**src/skf_pkg.sv**
```systemverilog
// ----------------------------------------------------------------------------
// skf_pkg: shared definitions for the scalar Kalman filter
// Widths, register indices, reset values, datapath operation codes and the
// command structure passed from the controller to the datapath.
// ----------------------------------------------------------------------------
package skf_pkg;

  localparam int DATA_WIDTH_DEF = 32;
  localparam int CFG_WIDTH      = 32;
  localparam int CFG_IDX_WIDTH  = 2;
  localparam int A_WIDTH        = 16;
  localparam int A_FRAC         = 14;
  localparam int GAIN_WIDTH     = 16;
  localparam int MUL_B_WIDTH    = GAIN_WIDTH + 1;
  localparam int DIV_STEPS      = GAIN_WIDTH + 1;
  localparam int DIV_CNT_WIDTH  = $clog2(DIV_STEPS);
  localparam int OP_WIDTH       = 4;

  localparam logic [CFG_IDX_WIDTH-1:0] REG_PROCESS_NOISE     = 2'd0;
  localparam logic [CFG_IDX_WIDTH-1:0] REG_MEASUREMENT_NOISE = 2'd1;
  localparam logic [CFG_IDX_WIDTH-1:0] REG_TRANSITION_GAIN   = 2'd2;

  localparam logic [CFG_WIDTH-1:0] PROCESS_NOISE_RST     = 32'd655;
  localparam logic [CFG_WIDTH-1:0] MEASUREMENT_NOISE_RST = 32'd65536;
  localparam logic [A_WIDTH-1:0]   TRANSITION_GAIN_RST   = 16'd16384;

  localparam logic [OP_WIDTH-1:0] OP_IDLE     = 4'd0;
  localparam logic [OP_WIDTH-1:0] OP_LOAD     = 4'd1;
  localparam logic [OP_WIDTH-1:0] OP_MUL_X    = 4'd2;
  localparam logic [OP_WIDTH-1:0] OP_MUL_P    = 4'd3;
  localparam logic [OP_WIDTH-1:0] OP_SAT_T    = 4'd4;
  localparam logic [OP_WIDTH-1:0] OP_MUL_T    = 4'd5;
  localparam logic [OP_WIDTH-1:0] OP_PM       = 4'd6;
  localparam logic [OP_WIDTH-1:0] OP_DEN      = 4'd7;
  localparam logic [OP_WIDTH-1:0] OP_DIV      = 4'd8;
  localparam logic [OP_WIDTH-1:0] OP_GAIN     = 4'd9;
  localparam logic [OP_WIDTH-1:0] OP_MUL_CORR = 4'd10;
  localparam logic [OP_WIDTH-1:0] OP_MUL_PN   = 4'd11;
  localparam logic [OP_WIDTH-1:0] OP_WRITE    = 4'd12;

  typedef struct packed {
    logic [OP_WIDTH-1:0] op;
    logic                div_first;
  } skf_cmd_t;

endpackage

```
**src/skf_datapath.sv**
```systemverilog
// ----------------------------------------------------------------------------
// skf_datapath: arithmetic and state of the scalar Kalman filter
// Holds the configuration, the filter state and the working registers, one
// shared multiplier and a restoring divider stepped one quotient bit a cycle.
// ----------------------------------------------------------------------------
module skf_datapath #(
  parameter int DATA_WIDTH = skf_pkg::DATA_WIDTH_DEF
) (
  input  logic                               clk_i,
  input  logic                               rst_ni,
  input  skf_pkg::skf_cmd_t                  cmd_i,
  input  logic                               cfg_we_i,
  input  logic [skf_pkg::CFG_IDX_WIDTH-1:0]  cfg_index_i,
  input  logic [skf_pkg::CFG_WIDTH-1:0]      cfg_data_i,
  input  logic signed [DATA_WIDTH-1:0]       measurement_i,
  output logic signed [DATA_WIDTH-1:0]       estimate_o
);
  import skf_pkg::*;

  localparam int SUM_W  = ((DATA_WIDTH > CFG_WIDTH) ? DATA_WIDTH : CFG_WIDTH) + 1;
  localparam int REM_W  = SUM_W + 1;
  localparam int MULA_W = DATA_WIDTH + 1;
  localparam int PROD_W = MULA_W + MUL_B_WIDTH;
  localparam int SH_W   = PROD_W - A_FRAC;
  localparam int GS_W   = PROD_W - GAIN_WIDTH;
  localparam int SX_W   = DATA_WIDTH + 2;
  localparam logic [DATA_WIDTH-1:0] S_MAX = {1'b0, {(DATA_WIDTH-1){1'b1}}};
  localparam logic [DATA_WIDTH-1:0] S_MIN = {1'b1, {(DATA_WIDTH-1){1'b0}}};

  logic [CFG_WIDTH-1:0]   q_noise_q, r_noise_q;
  logic [A_WIDTH-1:0]     a_gain_q;
  logic [DATA_WIDTH-1:0]  x_q, p_q, z_q, xm_q, t_q, pm_q, xn_q, estimate_q;
  logic [SUM_W-1:0]       den_q;
  logic [REM_W-1:0]       rem_q;
  logic [DIV_STEPS-1:0]   quo_q;
  logic [GAIN_WIDTH-1:0]  k_q;
  logic [DATA_WIDTH:0]    innov_q;
  logic [PROD_W-1:0]      prod_q;

  logic                   a_neg, xm_neg, xm_over, innov_neg, ge, mul_en, xsum_fits;
  logic [A_WIDTH-1:0]     a_mag;
  logic [DATA_WIDTH-1:0]  x_mag, cov14, xm_d, pm_d, xn_d, pn_d;
  logic [DATA_WIDTH:0]    innov_mag, innov_d, corr_mag;
  logic [SH_W-1:0]        sh14;
  logic [GS_W-1:0]        pn_sh;
  logic [SUM_W-1:0]       pm_sum, den_d;
  logic [REM_W-1:0]       trial, rem_d;
  logic [GAIN_WIDTH-1:0]  gain_d;
  logic [SX_W-1:0]        corr_s, xsum;
  logic [MULA_W-1:0]      mul_a;
  logic [MUL_B_WIDTH-1:0] mul_b, gain_comp;
  logic [PROD_W-1:0]      prod_d;

  always_comb begin
    a_neg     = a_gain_q[A_WIDTH-1];
    a_mag     = a_neg ? (~a_gain_q + 1'b1) : a_gain_q;
    x_mag     = x_q[DATA_WIDTH-1] ? (~x_q + 1'b1) : x_q;
    innov_neg = innov_q[DATA_WIDTH];
    innov_mag = innov_neg ? (~innov_q + 1'b1) : innov_q;

    sh14    = prod_q[PROD_W-1:A_FRAC];
    cov14   = (|sh14[SH_W-1:DATA_WIDTH]) ? '1 : sh14[DATA_WIDTH-1:0];
    xm_over = |sh14[SH_W-1:DATA_WIDTH-1];
    xm_neg  = x_q[DATA_WIDTH-1] ^ a_neg;
    if (xm_over) begin
      xm_d = xm_neg ? S_MIN : S_MAX;
    end else begin
      xm_d = xm_neg ? (~sh14[DATA_WIDTH-1:0] + 1'b1) : sh14[DATA_WIDTH-1:0];
    end

    pm_sum = SUM_W'(cov14) + SUM_W'(q_noise_q);
    pm_d   = (|pm_sum[SUM_W-1:DATA_WIDTH]) ? '1 : pm_sum[DATA_WIDTH-1:0];
    den_d  = SUM_W'(pm_q) + SUM_W'(r_noise_q);
    innov_d = {z_q[DATA_WIDTH-1], z_q} - {xm_q[DATA_WIDTH-1], xm_q};

    trial  = cmd_i.div_first ? rem_q : {rem_q[REM_W-2:0], 1'b0};
    ge     = (trial >= REM_W'(den_q));
    rem_d  = ge ? (trial - REM_W'(den_q)) : trial;
    if (den_q == '0) begin
      gain_d = '0;
    end else begin
      gain_d = quo_q[DIV_STEPS-1] ? '1 : quo_q[GAIN_WIDTH-1:0];
    end

    corr_mag  = prod_q[GAIN_WIDTH +: MULA_W];
    corr_s    = innov_neg ? (~SX_W'(corr_mag) + 1'b1) : SX_W'(corr_mag);
    xsum      = {{2{xm_q[DATA_WIDTH-1]}}, xm_q} + corr_s;
    xsum_fits = (&xsum[SX_W-1:DATA_WIDTH-1]) || !(|xsum[SX_W-1:DATA_WIDTH-1]);
    if (xsum_fits) begin
      xn_d = xsum[DATA_WIDTH-1:0];
    end else begin
      xn_d = xsum[SX_W-1] ? S_MIN : S_MAX;
    end

    pn_sh     = prod_q[PROD_W-1:GAIN_WIDTH];
    pn_d      = (|pn_sh[GS_W-1:DATA_WIDTH]) ? '1 : pn_sh[DATA_WIDTH-1:0];
    gain_comp = {1'b1, {GAIN_WIDTH{1'b0}}} - {1'b0, k_q};

    mul_en = 1'b1;
    case (cmd_i.op)
      OP_MUL_X: begin
        mul_a = {1'b0, x_mag};
        mul_b = {1'b0, a_mag};
      end
      OP_MUL_P: begin
        mul_a = {1'b0, p_q};
        mul_b = {1'b0, a_mag};
      end
      OP_MUL_T: begin
        mul_a = {1'b0, t_q};
        mul_b = {1'b0, a_mag};
      end
      OP_MUL_CORR: begin
        mul_a = innov_mag;
        mul_b = {1'b0, k_q};
      end
      OP_MUL_PN: begin
        mul_a = {1'b0, pm_q};
        mul_b = gain_comp;
      end
      default: begin
        mul_en = 1'b0;
        mul_a  = '0;
        mul_b  = '0;
      end
    endcase
    prod_d = PROD_W'(mul_a) * PROD_W'(mul_b);
  end

  always_ff @(posedge clk_i or negedge rst_ni) begin
    if (!rst_ni) begin
      q_noise_q <= PROCESS_NOISE_RST;
      r_noise_q <= MEASUREMENT_NOISE_RST;
      a_gain_q  <= TRANSITION_GAIN_RST;
      x_q       <= '0;
      p_q       <= '0;
    end else begin
      if (cfg_we_i) begin
        case (cfg_index_i)
          REG_PROCESS_NOISE:     q_noise_q <= cfg_data_i;
          REG_MEASUREMENT_NOISE: r_noise_q <= cfg_data_i;
          REG_TRANSITION_GAIN:   a_gain_q  <= cfg_data_i[A_WIDTH-1:0];
          default: ;
        endcase
      end
      if (cmd_i.op == OP_WRITE) begin
        x_q <= xn_q;
        p_q <= pn_d;
      end
    end
  end

  always_ff @(posedge clk_i) begin
    if (mul_en) begin
      prod_q <= prod_d;
    end
    case (cmd_i.op)
      OP_LOAD:   z_q  <= measurement_i;
      OP_MUL_P:  xm_q <= xm_d;
      OP_SAT_T:  t_q  <= cov14;
      OP_PM:     pm_q <= pm_d;
      OP_DEN: begin
        den_q   <= den_d;
        rem_q   <= REM_W'(pm_q);
        quo_q   <= '0;
        innov_q <= innov_d;
      end
      OP_DIV: begin
        rem_q <= rem_d;
        quo_q <= {quo_q[DIV_STEPS-2:0], ge};
      end
      OP_GAIN:   k_q  <= gain_d;
      OP_MUL_PN: xn_q <= xn_d;
      OP_WRITE:  estimate_q <= xn_q;
      default: ;
    endcase
  end

  assign estimate_o = estimate_q;

endmodule

```
**src/skf_ctrl.sv**
```systemverilog
// ----------------------------------------------------------------------------
// skf_ctrl: sequencer of the scalar Kalman filter
// Steps the datapath through prediction, gain division and update for each
// accepted sample, and owns the handshake state of both channels.
// ----------------------------------------------------------------------------
module skf_ctrl (
  input  logic              clk_i,
  input  logic              rst_ni,
  input  logic              in_valid_i,
  output logic              in_stall_o,
  output logic              out_valid_o,
  input  logic              out_stall_i,
  output skf_pkg::skf_cmd_t cmd_o
);
  import skf_pkg::*;

  localparam int STATE_W = 4;
  localparam logic [STATE_W-1:0] S_IDLE  = 4'd0;
  localparam logic [STATE_W-1:0] S_MUL_X = 4'd1;
  localparam logic [STATE_W-1:0] S_MUL_P = 4'd2;
  localparam logic [STATE_W-1:0] S_SAT_T = 4'd3;
  localparam logic [STATE_W-1:0] S_MUL_T = 4'd4;
  localparam logic [STATE_W-1:0] S_PM    = 4'd5;
  localparam logic [STATE_W-1:0] S_DEN   = 4'd6;
  localparam logic [STATE_W-1:0] S_DIV   = 4'd7;
  localparam logic [STATE_W-1:0] S_GAIN  = 4'd8;
  localparam logic [STATE_W-1:0] S_CORR  = 4'd9;
  localparam logic [STATE_W-1:0] S_PN    = 4'd10;
  localparam logic [STATE_W-1:0] S_WRITE = 4'd11;
  localparam logic [DIV_CNT_WIDTH-1:0] DIV_LAST = DIV_CNT_WIDTH'(DIV_STEPS - 1);

  logic [STATE_W-1:0]       state_q, state_d;
  logic [DIV_CNT_WIDTH-1:0] div_cnt_q, div_cnt_d;
  logic                     out_valid_q, out_valid_d;
  logic                     can_write;

  assign can_write = !out_valid_q || !out_stall_i;

  always_comb begin
    state_d         = state_q;
    div_cnt_d       = div_cnt_q;
    out_valid_d     = out_valid_q && out_stall_i;
    cmd_o.op        = OP_IDLE;
    cmd_o.div_first = 1'b0;
    case (state_q)
      S_IDLE: begin
        if (in_valid_i) begin
          cmd_o.op = OP_LOAD;
          state_d  = S_MUL_X;
        end
      end
      S_MUL_X: begin
        cmd_o.op = OP_MUL_X;
        state_d  = S_MUL_P;
      end
      S_MUL_P: begin
        cmd_o.op = OP_MUL_P;
        state_d  = S_SAT_T;
      end
      S_SAT_T: begin
        cmd_o.op = OP_SAT_T;
        state_d  = S_MUL_T;
      end
      S_MUL_T: begin
        cmd_o.op = OP_MUL_T;
        state_d  = S_PM;
      end
      S_PM: begin
        cmd_o.op = OP_PM;
        state_d  = S_DEN;
      end
      S_DEN: begin
        cmd_o.op  = OP_DEN;
        div_cnt_d = '0;
        state_d   = S_DIV;
      end
      S_DIV: begin
        cmd_o.op        = OP_DIV;
        cmd_o.div_first = (div_cnt_q == '0);
        div_cnt_d       = div_cnt_q + 1'b1;
        if (div_cnt_q == DIV_LAST) begin
          state_d = S_GAIN;
        end
      end
      S_GAIN: begin
        cmd_o.op = OP_GAIN;
        state_d  = S_CORR;
      end
      S_CORR: begin
        cmd_o.op = OP_MUL_CORR;
        state_d  = S_PN;
      end
      S_PN: begin
        cmd_o.op = OP_MUL_PN;
        state_d  = S_WRITE;
      end
      S_WRITE: begin
        if (can_write) begin
          cmd_o.op    = OP_WRITE;
          out_valid_d = 1'b1;
          state_d     = S_IDLE;
        end
      end
      default: begin
        state_d = S_IDLE;
      end
    endcase
  end

  always_ff @(posedge clk_i or negedge rst_ni) begin
    if (!rst_ni) begin
      state_q     <= S_IDLE;
      div_cnt_q   <= '0;
      out_valid_q <= 1'b0;
    end else begin
      state_q     <= state_d;
      div_cnt_q   <= div_cnt_d;
      out_valid_q <= out_valid_d;
    end
  end

  assign in_stall_o  = (state_q != S_IDLE);
  assign out_valid_o = out_valid_q;

  a_accept_starts: assert property (@(posedge clk_i) disable iff (!rst_ni)
    in_valid_i && !in_stall_o |=> state_q == S_MUL_X)
    else $error("Accepted sample did not start the prediction.");

  a_div_bound: assert property (@(posedge clk_i) disable iff (!rst_ni)
    state_q == S_DIV |-> div_cnt_q <= DIV_LAST)
    else $error("Divider step count out of range.");

  a_div_exit: assert property (@(posedge clk_i) disable iff (!rst_ni)
    state_q == S_DIV && div_cnt_q == DIV_LAST |=> state_q == S_GAIN)
    else $error("Divider did not finish after its last step.");

  a_write_result: assert property (@(posedge clk_i) disable iff (!rst_ni)
    state_q == S_WRITE && can_write |=> out_valid_q && state_q == S_IDLE)
    else $error("Result write did not present a beat.");

endmodule

```
**src/scalar_kalman_filter.sv**
```systemverilog
// ----------------------------------------------------------------------------
// scalar_kalman_filter: one-dimensional fixed-point Kalman filter
// Each measurement beat runs one predict and update step and yields one
// estimate beat; noise variances and transition gain are configurable.
// ----------------------------------------------------------------------------
// A measurement is accepted only while the filter is idle, and the next one
// is taken only after the result beat of the previous one has been written.
// The restoring divider forms the gain one quotient bit per cycle; the other
// steps use the single shared multiplier, adders and saturation logic. A held
// result beat delays completion of the following sample until it is taken.
// Configuration writes are always accepted and must only be issued while the
// filter is idle.
module scalar_kalman_filter #(
  parameter int DATA_WIDTH = skf_pkg::DATA_WIDTH_DEF
) (
  input  logic                              clk_i,
  input  logic                              rst_ni,
  input  logic                              in_valid_i,
  output logic                              in_stall_o,
  input  logic signed [DATA_WIDTH-1:0]      measurement_i,
  output logic                              out_valid_o,
  input  logic                              out_stall_i,
  output logic signed [DATA_WIDTH-1:0]      estimate_o,
  input  logic                              cfg_valid_i,
  output logic                              cfg_ready_o,
  input  logic [skf_pkg::CFG_IDX_WIDTH-1:0] cfg_index_i,
  input  logic [skf_pkg::CFG_WIDTH-1:0]     cfg_data_i
);
  import skf_pkg::*;

  skf_cmd_t cmd;

  assign cfg_ready_o = 1'b1;

  skf_ctrl u_ctrl (
    .clk_i       (clk_i),
    .rst_ni      (rst_ni),
    .in_valid_i  (in_valid_i),
    .in_stall_o  (in_stall_o),
    .out_valid_o (out_valid_o),
    .out_stall_i (out_stall_i),
    .cmd_o       (cmd)
  );

  skf_datapath #(
    .DATA_WIDTH (DATA_WIDTH)
  ) u_datapath (
    .clk_i         (clk_i),
    .rst_ni        (rst_ni),
    .cmd_i         (cmd),
    .cfg_we_i      (cfg_valid_i),
    .cfg_index_i   (cfg_index_i),
    .cfg_data_i    (cfg_data_i),
    .measurement_i (measurement_i),
    .estimate_o    (estimate_o)
  );

endmodule
```
**config.mk**
```make
export PLATFORM = sky130hd
export DESIGN_NAME = scalar_kalman_filter
export DESIGN_NICKNAME = d
export VERILOG_FILES = /design/src/skf_pkg.sv /design/src/skf_datapath.sv /design/src/skf_ctrl.sv /design/src/scalar_kalman_filter.sv
export SDC_FILE = /design/constraint.sdc
export NUM_CORES = 2
export LEC_CHECK = 0
export BUFFER_PORTS_ARGS = -buffer_cell sky130_fd_sc_hd__buf_2
export CORE_MARGIN = 3
export CORE_UTILIZATION = 30
export CTS_CLUSTER_SIZE = 28
export DETAILED_ROUTE_END_ITERATION = 7
export HOLD_SLACK_MARGIN = 0.1
export SLEW_MARGIN = 30
export SYNTH_ARGS = -nofsm -noshare
export SYNTH_HDL_FRONTEND = slang
export SYNTH_SLANG_ARGS = --single-unit
```
**constraint.sdc**
```tcl
create_clock -name clk_i -period 10.1 [get_ports clk_i]
set_input_delay 1.515 -clock clk_i [delete_from_list [all_inputs] [get_ports clk_i]]
set_output_delay 1.515 -clock clk_i [all_outputs]
set_load 0.05 [all_outputs]
```
==> results_dict.tcl <==
set metrics [dict create \
    status "complete, no violations" \
    mostFrequentLayoutCell "nand2_1" \
    detail_route.iter0.violations 3379 \
    viasPerCell 5.14 \
    fmax_ghz 0.108 \
    crit_path_start "u_datapath.x_q[5]" \
    grt_start_max_net_pins 95 \
    cp_common_cell "fa_1" \
    post-cts-setup-buffers 0 \
    die_x_um 408 \
    hold_class "register to register" \
    yosys-top-cells-area "edfxtp_1 22%, fa_1 19%, dfrtp_1 7.5%" \
    hold_buffers 0 \
    routed_wirelength_um 156000 \
    numCtsBuffers 56 \
    area_growth_pct 10.3 \
    ys_async_sr_fraction_pct 29.9 \
    fin_crit_ns 9.30 \
    fillers 16500 \
    syn_inst 5126 \
    placed_cells_incl_taps 7254 \
    track_usage_pct 18.5 \
    slew_headroom_pct 25.9 \
    startpoint_type "register" \
    syn_area_per_cell_sq_um 9.45 \
    core_area_sq_um 159000 \
    gp_congestion 0.931 \
    top_level_ports 106 \
    min_to "u_datapath.p_q[19]" \
    finalHoldViolCount 0 \
    arrival_ns 9.70 \
    synth.distinct_cells 98 \
    hold_depth 2 \
    final_nets 5999 \
    synth_ff_type "edfxtp_1" \
    dpl.hpwl_um 123000 \
    r2r_cells 27 \
    tns_ns 0 \
    critPathMaxStageDelay_ns 0.80 \
    clock-sinks 515 \
    grt_pass1_wl_um 237000 \
    insertion_delay_ns 0.66 \
    synth_edf_count 361 \
    ys_seq_elements 515 \
    first_global_vias 38100 \
    slowest_stage "o211ai_2" \
    ys_seq_area_share_pct 30.4 \
    fp-row-count 146 \
    clock_path_buffers 3 \
    ys_warn_count 0 \
    cts_tree "built" \
    post_cts_resized 0 \
    regToRegSetupSlack_ns 0.80 \
    path_clk_slew_ns 0.07 \
    rsz0062_at_grt "no" \
    synth_top_area_share_pct 22.4 \
    drc 0 \
    final_cell_mix "794 x nand2_1, 638 x inv_1, 467 x fa_1, 415 x nor2_1, 361 x edfxtp_1" \
    seq_area_sq_um 14700 \
    drive_above_1_share_pct 8.99 \
    min_period_over_period_pct 92.1 \
    die_area_sq_um 166000 \
    clockRootBuffer "clkbuf_16" \
    drtAntennaViolNets 0 \
    setup_violations 0 \
    cp_max_fo 17 \
    yosys.area.top_type "edfxtp_1" \
    fin_worst_skew_ns 0.0280 \
    drv_slew 0 \
    grt_remaining_overflow 0 \
    worst_slew_pin_slew_ns 1.11 \
    worstReg2RegStart "u_datapath.x_q[5]" \
    routedWlPerCell_um 21.2 \
    cts-htree-levels 2 \
    multi_input_area_sq_um 30500 \
    synth_area_sq_um 48400 \
    antenna_found_initial 16 \
    hp-start "u_datapath.p_q[19]" \
    crit_path_end_kind "register" \
    path_class "register to register" \
    synthesis.nets 5956 \
    required_ns 10.50 \
    layoutNonFillerInstCount 7369 \
    io_buffer_count 104 \
    start_util_pct 30.4 \
    die_h_um 408 \
    vias 37900 \
    dr.pass1.iters 6 \
    r2r_end "u_datapath.prod_q[48]" \
    maxCapViolCount 0 \
]
## stage by stage
step	cell area, sq um	worst slack (ns)	hold slack (ns)	util, %
2_1_floorplan	48400	1.24	0.426	-
3_3_place_gp	51500	1.02	0.461	32.3
3_5_place_dp	51500	0.856	0.470	32.3
4_1_cts	53300	0.833	0.483	33.5
5_1_grt	53400	0.450	0.497	33.5
6_report	53400	0.798	0.481	33.5
## sequential cells by signal (all words and copies together) (netlist names)
| register | count |
|---|---|
| u_datapath.estimate_o | 32 |
| u_datapath.den_q | 33 |
| u_datapath.xm_q | 32 |
| u_datapath.pm_q | 32 |
| u_datapath.prod_q | 36 |
| u_datapath.innov_q | 33 |
| u_datapath.z_q | 32 |
| u_datapath.a_gain_q | 16 |
| u_ctrl.out_valid_o | 1 |
| u_datapath.p_q | 32 |
| u_datapath.rem_q | 34 |
| u_datapath.quo_q | 17 |
| u_datapath.x_q | 32 |
| u_ctrl.div_cnt_q | 5 |
| u_ctrl.state_q | 4 |
| u_datapath.q_noise_q | 32 |
| u_datapath.k_q | 16 |
| u_datapath.xn_q | 32 |
| u_datapath.t_q | 32 |
| u_datapath.r_noise_q | 32 |
## kinds of logic (layout without fill, tap and decap cells)
logic type	after synthesis	in the layout	synth area share (%)
AOI/OAI and AO/OA	856	856	11.7
xor gates and xnor gates	299	299	5.42
adders and majority gates	759	759	26.9
buffers and inverters	859	950	7.05
DFF	515	515	30.4
muxes	115	115	2.59
other	2	8	0.0155
and+or+nand+nor	1721	1721	15.9
## worst max-delay path: cells and delay by family (launching register included)
family	cells	cell delay, ns
flip-flops	1	0.43
adder cells (fa/ha/maj)	7	3.41
AND/OR/NAND/NOR	7	2.13
XOR/XNOR	1	0.12
AO/OA/AOI/OAI	9	2.81
buffers and inverters	3	0.17
## area by class of cell
class / instances / share of cell area [%]
Tap cell: 2146 / 5.03
Antenna cell: 6 / 0.0281
Sequential cell: 515 / 27.5
Multi-Input combinational cell: 3752 / 57.1
Clock inverter: 27 / 0.506
Timing Repair Buffer: 202 / 2.42
Clock buffer: 79 / 2.92
Inverter: 642 / 4.51
## metal layers
metal	vias to the layer above	GRT usage, %	share of wire, %
met1	18800	25.0	42
met5	-	0	0.017
met4	4	7.94	4.7
met3	337	2.88	7.6
met2	1522	29.4	45
li1	17200	-	-
## worst max-delay path by stage
stage                     depth (start not counted)  slack (ns)               endpoint
after floorplan                                  30        1.24  u_datapath.prod_q[49]
after global placement                           27        1.02  u_datapath.prod_q[48]
after global routing                             28        0.45  u_datapath.prod_q[44]
final                                            27        0.80  u_datapath.prod_q[48]
after CTS                                        27        0.83  u_datapath.prod_q[48]
after detailed placement                         27        0.86  u_datapath.prod_q[48]
## synthesized netlist by cell type, drive strengths merged, types with 16 or more instances
cell / instances
mux2i: 34
a21o: 136
nand3: 49
o31ai: 34
and2: 96
a211oi: 20
nor3: 80
a222oi: 19
or4: 19
nand2: 806
nor4: 30
o21bai: 30
o211ai: 16
xor2: 123
or3: 46
dfrtp: 146
and3: 20
inv: 641
a31oi: 19
nor2: 417
fa: 467
a22oi: 19
a21oi: 189
edfxtp: 361
clkbuf: 176
buf: 41
nand4: 18
o21a: 28
nand2b: 73
xnor2: 176
o41ai: 16
o21ai: 218
ha: 292
mux2: 81
nor2b: 32
Power is not shown: default switching activity piles up to over one toggle a cycle in this logic, so the estimate is an artifact.
